`config.mk`:
```
export PLATFORM = sky130hd
export DESIGN_NAME = murmur2_64bit_hash
export DESIGN_NICKNAME = d
export VERILOG_FILES = /design/src/sv/mh64_pkg.sv /design/src/sv/mh64_mul.sv /design/src/sv/mh64_datapath.sv /design/src/sv/mh64_ctrl.sv /design/src/sv/murmur2_64bit_hash.sv
export SDC_FILE = /design/constraint.sdc
export NUM_CORES = 2
export LEC_CHECK = 0
export BUFFER_PORTS_ARGS = -buffer_cell sky130_fd_sc_hd__buf_2
export CORE_MARGIN = 1.5
export CORE_UTILIZATION = 58
export DETAILED_ROUTE_END_ITERATION = 10
export PLACE_DENSITY = 0.81
export SKIP_CTS_REPAIR_TIMING = 1
export SLEW_MARGIN = 5
export SYNTH_ARGS = -nofsm -noshare
export SYNTH_HDL_FRONTEND = slang
export SYNTH_SLANG_ARGS = --single-unit
export TNS_END_PERCENT = 30
```
`constraint.sdc`:
```
create_clock -name clk -period 10.5 [get_ports clk]
set_clock_uncertainty 0.2 [all_clocks]
set_input_delay 2.1 -clock clk [delete_from_list [all_inputs] [get_ports clk]]
set_output_delay 2.1 -clock clk [all_outputs]
set_load 0.01 [all_outputs]
```
`src/sv/mh64_pkg.sv`:
```
`default_nettype none
// ============================================================================
// mh64_pkg
// Shared constants and controller/datapath interface types for the
// MurmurHash64A block.
// ============================================================================
package mh64_pkg;

    localparam logic [63:0] MIX_MUL   = 64'hc6a4a7935bd1e995;
    localparam logic [31:0] MIX_MUL_LO = MIX_MUL[31:0];
    localparam logic [31:0] MIX_MUL_HI = MIX_MUL[63:32];
    localparam int unsigned MIX_SHIFT = 47;

    // Operand feeding the shared multiply unit
    typedef enum logic [2:0] {
        OP_LEN  = 3'd0,   // message length, starts the accumulator
        OP_WORD = 3'd1,   // raw full word k
        OP_KMIX = 3'd2,   // k ^ (k >> 47)
        OP_ACCK = 3'd3,   // acc ^ k
        OP_PART = 3'd4,   // acc ^ masked partial word
        OP_FIN  = 3'd5    // acc ^ (acc >> 47)
    } mh_opsel_t;

    typedef struct packed {
        logic      load_in;    // capture input beat
        logic      mul_start;  // launch a multiply
        mh_opsel_t opsel;
        logic      acc_init;   // acc <= seed ^ product, open message
        logic      acc_prod;   // acc <= product
        logic      out_load;   // load finalized hash, close message
    } mh_cmd_t;

    typedef struct packed {
        logic first;
        logic last;
        logic count_full;
        logic count_zero;
        logic in_msg;
        logic mul_idle;
        logic mul_done;
        logic out_free;
    } mh_status_t;

endpackage
`default_nettype wire

```
`src/sv/mh64_mul.sv`:
```
`default_nettype none
// ============================================================================
// mh64_mul
// Iterative 64-bit multiply by the mix constant, low 64 bits of the product,
// one 32x32 partial product per cycle.
// ============================================================================
module mh64_mul (
    input  wire logic        clk,
    input  wire logic        rst_n,
    input  wire logic        start,
    input  wire logic [63:0] operand,
    output logic [63:0]      product,
    output logic             idle,
    output logic             done
);
    import mh64_pkg::*;

    typedef enum logic [3:0] {
        MP_IDLE = 4'b0001,
        MP_LL   = 4'b0010,
        MP_LH   = 4'b0100,
        MP_HL   = 4'b1000
    } mp_phase_t;

    mp_phase_t   phase_reg, phase_next;
    logic        done_reg, done_next;
    logic [63:0] a_reg;
    logic [63:0] p_reg, p_next;
    logic [31:0] mul_a, mul_b;
    logic [63:0] pp;

    always_comb
    begin
        case (phase_reg)
            MP_LL:
            begin
                mul_a = a_reg[31:0];
                mul_b = MIX_MUL_LO;
            end
            MP_LH:
            begin
                mul_a = a_reg[31:0];
                mul_b = MIX_MUL_HI;
            end
            MP_HL:
            begin
                mul_a = a_reg[63:32];
                mul_b = MIX_MUL_LO;
            end
            default:
            begin
                mul_a = a_reg[31:0];
                mul_b = MIX_MUL_LO;
            end
        endcase
    end

    assign pp = 64'(mul_a) * 64'(mul_b);

    always_comb
    begin
        phase_next = phase_reg;
        p_next     = p_reg;
        done_next  = 1'b0;
        case (phase_reg)
            MP_IDLE:
            begin
                if (start)
                begin
                    phase_next = MP_LL;
                end
            end
            MP_LL:
            begin
                p_next     = pp;
                phase_next = MP_LH;
            end
            MP_LH:
            begin
                // cross terms only reach the upper half
                p_next[63:32] = p_reg[63:32] + pp[31:0];
                phase_next    = MP_HL;
            end
            MP_HL:
            begin
                p_next[63:32] = p_reg[63:32] + pp[31:0];
                phase_next    = MP_IDLE;
                done_next     = 1'b1;
            end
            default:
            begin
                phase_next = MP_IDLE;
            end
        endcase
    end

    always_ff @(posedge clk or negedge rst_n)
    begin
        if (!rst_n)
        begin
            phase_reg <= MP_IDLE;
            done_reg  <= 1'b0;
        end
        else
        begin
            phase_reg <= phase_next;
            done_reg  <= done_next;
        end
    end

    always_ff @(posedge clk)
    begin
        if (start && (phase_reg == MP_IDLE))
        begin
            a_reg <= operand;
        end
        p_reg <= p_next;
    end

    assign product = p_reg;
    assign idle    = (phase_reg == MP_IDLE);
    assign done    = done_reg;

`ifndef NO_ASSERTIONS
    a_done_latency: assert property (@(posedge clk) disable iff (!rst_n)
        (start && idle) |-> ##4 done)
        else $error("multiply done not four cycles after start");
`endif

endmodule
`default_nettype wire

```
`src/sv/mh64_datapath.sv`:
```
`default_nettype none
// ============================================================================
// mh64_datapath
// Input capture, seed and accumulator registers, operand selection for the
// multiply unit, and the hash output register.
// ============================================================================
module mh64_datapath (
    input  wire logic          clk,
    input  wire logic          rst_n,
    input  wire mh64_pkg::mh_cmd_t cmd,
    output mh64_pkg::mh_status_t   st,
    input  wire logic [63:0]   data_word,
    input  wire logic [3:0]    byte_count,
    input  wire logic          first_item,
    input  wire logic          last_item,
    input  wire logic [30:0]   message_length,
    input  wire logic          cfg_valid,
    input  wire logic [31:0]   seed_value,
    output logic               out_valid,
    input  wire logic          out_ready,
    output logic [63:0]        hash_value
);
    import mh64_pkg::*;

    logic [63:0] word_reg;
    logic [3:0]  count_reg;
    logic        first_reg;
    logic        last_reg;
    logic [30:0] len_reg;
    logic [31:0] seed_reg;
    logic [63:0] acc_reg;
    logic        in_msg_reg;
    logic [63:0] hash_reg;
    logic        out_valid_reg;

    logic [63:0] mask;
    logic [63:0] operand;
    logic [63:0] product;
    logic        mul_idle;
    logic        mul_done;

    always_comb
    begin
        for (int i = 0; i < 8; i++)
        begin
            mask[8*i +: 8] = (4'(i) < count_reg) ? 8'hff : 8'h00;
        end
    end

    always_comb
    begin
        case (cmd.opsel)
            OP_LEN:  operand = {33'd0, len_reg};
            OP_WORD: operand = word_reg;
            OP_KMIX: operand = product ^ (product >> MIX_SHIFT);
            OP_ACCK: operand = acc_reg ^ product;
            OP_PART: operand = acc_reg ^ (word_reg & mask);
            OP_FIN:  operand = acc_reg ^ (acc_reg >> MIX_SHIFT);
            default: operand = word_reg;
        endcase
    end

    mh64_mul u_mul (
        .clk     (clk),
        .rst_n   (rst_n),
        .start   (cmd.mul_start),
        .operand (operand),
        .product (product),
        .idle    (mul_idle),
        .done    (mul_done)
    );

    always_ff @(posedge clk or negedge rst_n)
    begin
        if (!rst_n)
        begin
            seed_reg      <= 32'd0;
            acc_reg       <= 64'd0;
            in_msg_reg    <= 1'b0;
            out_valid_reg <= 1'b0;
        end
        else
        begin
            if (cfg_valid)
            begin
                seed_reg <= seed_value;
            end
            if (cmd.acc_init)
            begin
                acc_reg    <= {32'd0, seed_reg} ^ product;
                in_msg_reg <= 1'b1;
            end
            else if (cmd.acc_prod)
            begin
                acc_reg <= product;
            end
            if (cmd.out_load)
            begin
                in_msg_reg    <= 1'b0;
                out_valid_reg <= 1'b1;
            end
            else if (out_ready)
            begin
                out_valid_reg <= 1'b0;
            end
        end
    end

    always_ff @(posedge clk)
    begin
        if (cmd.load_in)
        begin
            word_reg  <= data_word;
            count_reg <= byte_count;
            first_reg <= first_item;
            last_reg  <= last_item;
            len_reg   <= message_length;
        end
        if (cmd.out_load)
        begin
            hash_reg <= product ^ (product >> MIX_SHIFT);
        end
    end

    assign st.first      = first_reg;
    assign st.last       = last_reg;
    assign st.count_full = count_reg[3];      // 8 and above count as full
    assign st.count_zero = (count_reg == 4'd0);
    assign st.in_msg     = in_msg_reg;
    assign st.mul_idle   = mul_idle;
    assign st.mul_done   = mul_done;
    assign st.out_free   = !out_valid_reg || out_ready;

    assign out_valid  = out_valid_reg;
    assign hash_value = hash_reg;

endmodule
`default_nettype wire

```
`src/sv/mh64_ctrl.sv`:
```
`default_nettype none
// ============================================================================
// mh64_ctrl
// Sequencer for one input beat: start, word mix, partial word, finalization.
// ============================================================================
module mh64_ctrl (
    input  wire logic              clk,
    input  wire logic              rst_n,
    input  wire logic              in_valid,
    output logic                   in_ready,
    input  wire mh64_pkg::mh_status_t st,
    output mh64_pkg::mh_cmd_t      cmd
);
    import mh64_pkg::*;

    typedef enum logic [9:0] {
        S_IDLE     = 10'b0000000001,
        S_DECODE   = 10'b0000000010,
        S_INIT     = 10'b0000000100,
        S_DISPATCH = 10'b0000001000,
        S_MIX1     = 10'b0000010000,
        S_MIX2     = 10'b0000100000,
        S_MIX3     = 10'b0001000000,
        S_PART     = 10'b0010000000,
        S_TAIL     = 10'b0100000000,
        S_FIN      = 10'b1000000000
    } mh_state_t;

    mh_state_t state_reg, state_next;
    logic      emit_reg, emit_next;   // finalized hash waiting for output slot

    always_comb
    begin
        state_next    = state_reg;
        emit_next     = emit_reg;
        cmd.load_in   = 1'b0;
        cmd.mul_start = 1'b0;
        cmd.opsel     = OP_LEN;
        cmd.acc_init  = 1'b0;
        cmd.acc_prod  = 1'b0;
        cmd.out_load  = 1'b0;
        in_ready      = (state_reg == S_IDLE) && !emit_reg;

        if (emit_reg)
        begin
            if (st.out_free)
            begin
                cmd.out_load = 1'b1;
                emit_next    = 1'b0;
            end
        end
        else
        begin
            case (state_reg)
                S_IDLE:
                begin
                    if (in_valid)
                    begin
                        cmd.load_in = 1'b1;
                        state_next  = S_DECODE;
                    end
                end
                S_DECODE:
                begin
                    if (st.first)
                    begin
                        cmd.mul_start = 1'b1;
                        cmd.opsel     = OP_LEN;
                        state_next    = S_INIT;
                    end
                    else if (st.in_msg)
                    begin
                        state_next = S_DISPATCH;
                    end
                    else
                    begin
                        state_next = S_IDLE;   // beat outside a message
                    end
                end
                S_INIT:
                begin
                    if (st.mul_done)
                    begin
                        cmd.acc_init = 1'b1;
                        state_next   = S_DISPATCH;
                    end
                end
                S_DISPATCH:
                begin
                    if (st.count_full)
                    begin
                        cmd.mul_start = 1'b1;
                        cmd.opsel     = OP_WORD;
                        state_next    = S_MIX1;
                    end
                    else if (!st.count_zero)
                    begin
                        cmd.mul_start = 1'b1;
                        cmd.opsel     = OP_PART;
                        state_next    = S_PART;
                    end
                    else
                    begin
                        state_next = S_TAIL;
                    end
                end
                S_MIX1:
                begin
                    if (st.mul_done)
                    begin
                        cmd.mul_start = 1'b1;
                        cmd.opsel     = OP_KMIX;
                        state_next    = S_MIX2;
                    end
                end
                S_MIX2:
                begin
                    if (st.mul_done)
                    begin
                        cmd.mul_start = 1'b1;
                        cmd.opsel     = OP_ACCK;
                        state_next    = S_MIX3;
                    end
                end
                S_MIX3, S_PART:
                begin
                    if (st.mul_done)
                    begin
                        cmd.acc_prod = 1'b1;
                        state_next   = S_TAIL;
                    end
                end
                S_TAIL:
                begin
                    if (st.last)
                    begin
                        cmd.mul_start = 1'b1;
                        cmd.opsel     = OP_FIN;
                        state_next    = S_FIN;
                    end
                    else
                    begin
                        state_next = S_IDLE;
                    end
                end
                S_FIN:
                begin
                    if (st.mul_done)
                    begin
                        // product holds until the output slot frees up
                        if (st.out_free)
                        begin
                            cmd.out_load = 1'b1;
                        end
                        else
                        begin
                            emit_next = 1'b1;
                        end
                        state_next = S_IDLE;
                    end
                end
                default:
                begin
                    state_next = S_IDLE;
                end
            endcase
        end
    end

    always_ff @(posedge clk or negedge rst_n)
    begin
        if (!rst_n)
        begin
            state_reg <= S_IDLE;
            emit_reg  <= 1'b0;
        end
        else
        begin
            state_reg <= state_next;
            emit_reg  <= emit_next;
        end
    end

`ifndef NO_ASSERTIONS
    a_start_idle: assert property (@(posedge clk) disable iff (!rst_n)
        cmd.mul_start |-> st.mul_idle)
        else $error("multiply launched while busy");

    a_load_free: assert property (@(posedge clk) disable iff (!rst_n)
        cmd.out_load |-> st.out_free)
        else $error("hash loaded over an untaken result");

    a_done_wait: assert property (@(posedge clk) disable iff (!rst_n)
        st.mul_done |-> (state_reg == S_INIT || state_reg == S_MIX1 ||
                         state_reg == S_MIX2 || state_reg == S_MIX3 ||
                         state_reg == S_PART || state_reg == S_FIN))
        else $error("multiply finished with no state waiting on it");

    a_accept_decode: assert property (@(posedge clk) disable iff (!rst_n)
        (in_valid && in_ready) |=> (state_reg == S_DECODE))
        else $error("accepted beat not decoded");
`endif

endmodule
`default_nettype wire

```
`src/sv/murmur2_64bit_hash.sv`:
```
`default_nettype none
// ============================================================================
// murmur2_64bit_hash
// Streaming MurmurHash64A over 64-bit little-endian message words.
// ============================================================================
// One beat is taken at a time, and the next only once the current one is
// through. The first beat adds the length multiply. A partial word's mix is
// one product where a full word needs three. A zero-count beat and a beat
// outside a message need no multiply of their own. The last beat adds the
// finalization multiply before the hash is loaded. The shared multiply unit
// forms each 64-bit product by the mix constant in three 32x32 passes.
// The hash sits in an output register; a new beat is taken while it waits,
// and the block only stalls if a second hash is ready before the first is
// taken. The seed write port is always ready and should be used while idle.
module murmur2_64bit_hash (
    input  wire logic        clk,
    input  wire logic        rst_n,
    input  wire logic        in_valid,
    output logic             in_ready,
    input  wire logic [63:0] data_word,
    input  wire logic [3:0]  byte_count,
    input  wire logic        first_item,
    input  wire logic        last_item,
    input  wire logic [30:0] message_length,
    output logic             out_valid,
    input  wire logic        out_ready,
    output logic [63:0]      hash_value,
    input  wire logic        cfg_valid,
    output logic             cfg_ready,
    input  wire logic [31:0] seed_value
);
    import mh64_pkg::*;

    mh_cmd_t    cmd;
    mh_status_t st;

    assign cfg_ready = 1'b1;

    mh64_ctrl u_ctrl (
        .clk      (clk),
        .rst_n    (rst_n),
        .in_valid (in_valid),
        .in_ready (in_ready),
        .st       (st),
        .cmd      (cmd)
    );

    mh64_datapath u_datapath (
        .clk            (clk),
        .rst_n          (rst_n),
        .cmd            (cmd),
        .st             (st),
        .data_word      (data_word),
        .byte_count     (byte_count),
        .first_item     (first_item),
        .last_item      (last_item),
        .message_length (message_length),
        .cfg_valid      (cfg_valid),
        .seed_value     (seed_value),
        .out_valid      (out_valid),
        .out_ready      (out_ready),
        .hash_value     (hash_value)
    );

endmodule
`default_nettype wire

```
==> results.toml <==
[worst_setup_path]
cpMostUsedCell = "fa_1"
critical_path.endpoint_type = "flip-flop"
slowest_delay_ps = 650
r2r_start = "u_datapath.u_mul.phase_reg[1]"
worst-path-max-fanout = 10
standard_cell_with_the_maximum_stage_delay_on_the_critical_path = "fa_1"
crit_start = "u_datapath.u_mul.phase_reg[1]"
cp_data_arrival_time_ps = 10430
crit_required_ps = 10580
timing_worst_setup_path_type = "reg -> reg"
startpoint_type = "flip-flop"

[yosys]
sequential_fraction_of_the_synthesis_area_pct = 26.8
ys_seq_elements = 407
total_of_warnings_raised_by_yosys = 0
postSynth.topFlopCell = "edfxtp_1"
synth-edff-count = 293
post_synth_inst_count = 4146
yosys.cell_types.count = 90
synthArstFlopShare_pct = 28.0
postSynthAreaPerCell_um2 = 10.5
synth_area_mm2 = 0.0435

[sta]
worst_slew_pin_slew_ps = 1150
final-hold-violation-count = 0
setup_total_negative_slack_ps = 0
worst_slew_margin_rel_pct = 23.3
final_min_period_over_clock_period_pct = 98.6
timing.final.crit_period_ps = 10350
setup_viol = 0
timing_max_transition_violations_final = 0
max_freq_ghz = 0.0966

[final_layout]
syn2layout_area_growth_pct = 9.68
final-seq-area_mm2 = 0.0117
nFillCells = 5822
layout-drive-gt1-share_pct = 12.6
most_common_cell_after_layout_fill_and_taps_aside = "inv_1"
highest_count_cells_in_the_layout_ignoring_fill_and_taps = "775 x inv_1, 618 x fa_1, 430 x ha_1"
layout.cell_area.non_filler_mm2 = 0.0477
nNetsFinal = 5570
multi_input_area_mm2 = 0.0285

[routing]
post_drt_wl_per_cell_um = 25.3
route.vias.total = 33100
ant_nets = 0
wirelength_um = 136000
remaining_drc_errors = 2
drt_pre_antenna_iters = 10
vias_per_cell = 6.15
dr.first_iter.drc_count = 4294

[clock_network]
clock_insertion_delay_worst_skew_ps = 570
clockRootBuffer = "clkbuf_16"
htree_levels = 2
clock_sink_count = 407
cts.reportedPaths.clkPinSlew_ps = 70
max-clock-path-buffers = 3
cts_buffers = 38
tritoncts = "yes"

[global_route]
grt_antenna_before_repair = 3
grt_pass1_wl_um = 206000
first_global_vias = 33600
grt_overflow = 0
groute.usage.overall_pct = 36.0
grt_max_degree = 88

[status]
failed_checks = "DRC"
result_of_the_run = "complete, but fails checks"

[die]
start_util_pct = 58.5
num_rows = 100
design.die.area_mm2 = 0.0766
coreArea_mm2 = 0.0743
die-height_um = 277
die_x_um = 277
boundaryPins = 205

[hold_path]
min_from = "u_datapath.acc_reg[4]"
hold_crit_class = "reg -> reg"

[placed_design]
detailed_place_hpwl_um = 112000
portBuffers = 203
postPlaceCellArea_mm2 = 0.0462
place_congestion = 1.03

[run]
maxCapViolCount = 0
[per-layer routing]
metal  up-vias  global-route usage, %  share of wire [%]
li1      14200                      -                  -
met2      2153                   54.8                 45
met1     16400                   50.2                 38
met4         0                   15.0                5.4
met3       451                   7.91                 12
met5         -                      0                  0
[cell usage after synthesis, drive strengths merged, types with 23 or more instances]
library cell,instances,share of area [%]
nand3,42,0.48
xnor2,69,1.4
inv,777,6.7
edfxtp,293,20
o211ai,23,0.40
o21ai,200,2.3
a21o,41,0.71
ha,431,12
a221oi,28,0.56
nor3,33,0.40
mux2,76,2.0
fa,618,28
clkbuf,115,0.99
dfrtp,112,6.4
a22oi,30,0.52
mux2i,24,0.55
nand2,368,3.2
nor2,212,1.9
xor2,85,1.7
buf,38,0.39
a21oi,226,2.6
[cells by family after synthesis]
logic type	after synthesis	share of synthesized area, %
compound gates	720	10.7
xor+xnor	154	3.10
fa+ha+maj	1049	40.9
buf+inv	932	8.11
flops	407	26.8
mux	100	2.52
other cells	2	0.0173
simple gates	782	7.89
[path summary, 6_finish.rpt]
kind	endpoint	slack [ps]	cells past startpoint
min in group asynchronous	u_datapath.seed_reg[15]	1340	1
worst min register to register	u_datapath.acc_reg[4]	300	2
worst max register to register	u_datapath.u_mul.product[63]	150	29
worst min-delay path	u_datapath.acc_reg[4]	300	2
worst max-delay path	u_datapath.u_mul.product[63]	150	29
max in group asynchronous	u_ctrl.state_reg[2]	7230	2
[through the flow]
| stage | instances | setup slack [ps] | util, % | hold WS (ps) |
|---|---|---|---|---|
| after floorplan | 4151 | 23.7 | - | 261 |
| after global placement | 5308 | 326 | 62.2 | 286 |
| after detailed placement | 5308 | 124 | 62.2 | 293 |
| after CTS | 5377 | 65.4 | 64.0 | 302 |
| after global routing | 5381 | -79.4 | 64.2 | 317 |
| final | 5383 | 146 | 64.2 | 303 |
[layout make-up]
type,instances,share of cell area [%]
timing repair buffer,345,4.42
tap,969,2.54
inverter,779,6.13
clock buffer,51,2.18
multi-input combinational,2812,59.7
sequential,407,24.4
clock inverter,18,0.564
antenna,2,0.0105
[critical path: cells and delay by family, from the launching register on]
family | cells | cell delay [ps]
fa+ha+maj | 10 | 5090
simple gates | 6 | 1280
compound gates | 6 | 1230
buf+inv | 5 | 810
xor+xnor | 1 | 580
flops | 1 | 440
mux | 1 | 410
Power is left out: the tool's default activity adds up to more than one toggle a clock period on the data nets, which glitch-free logic cannot reach.
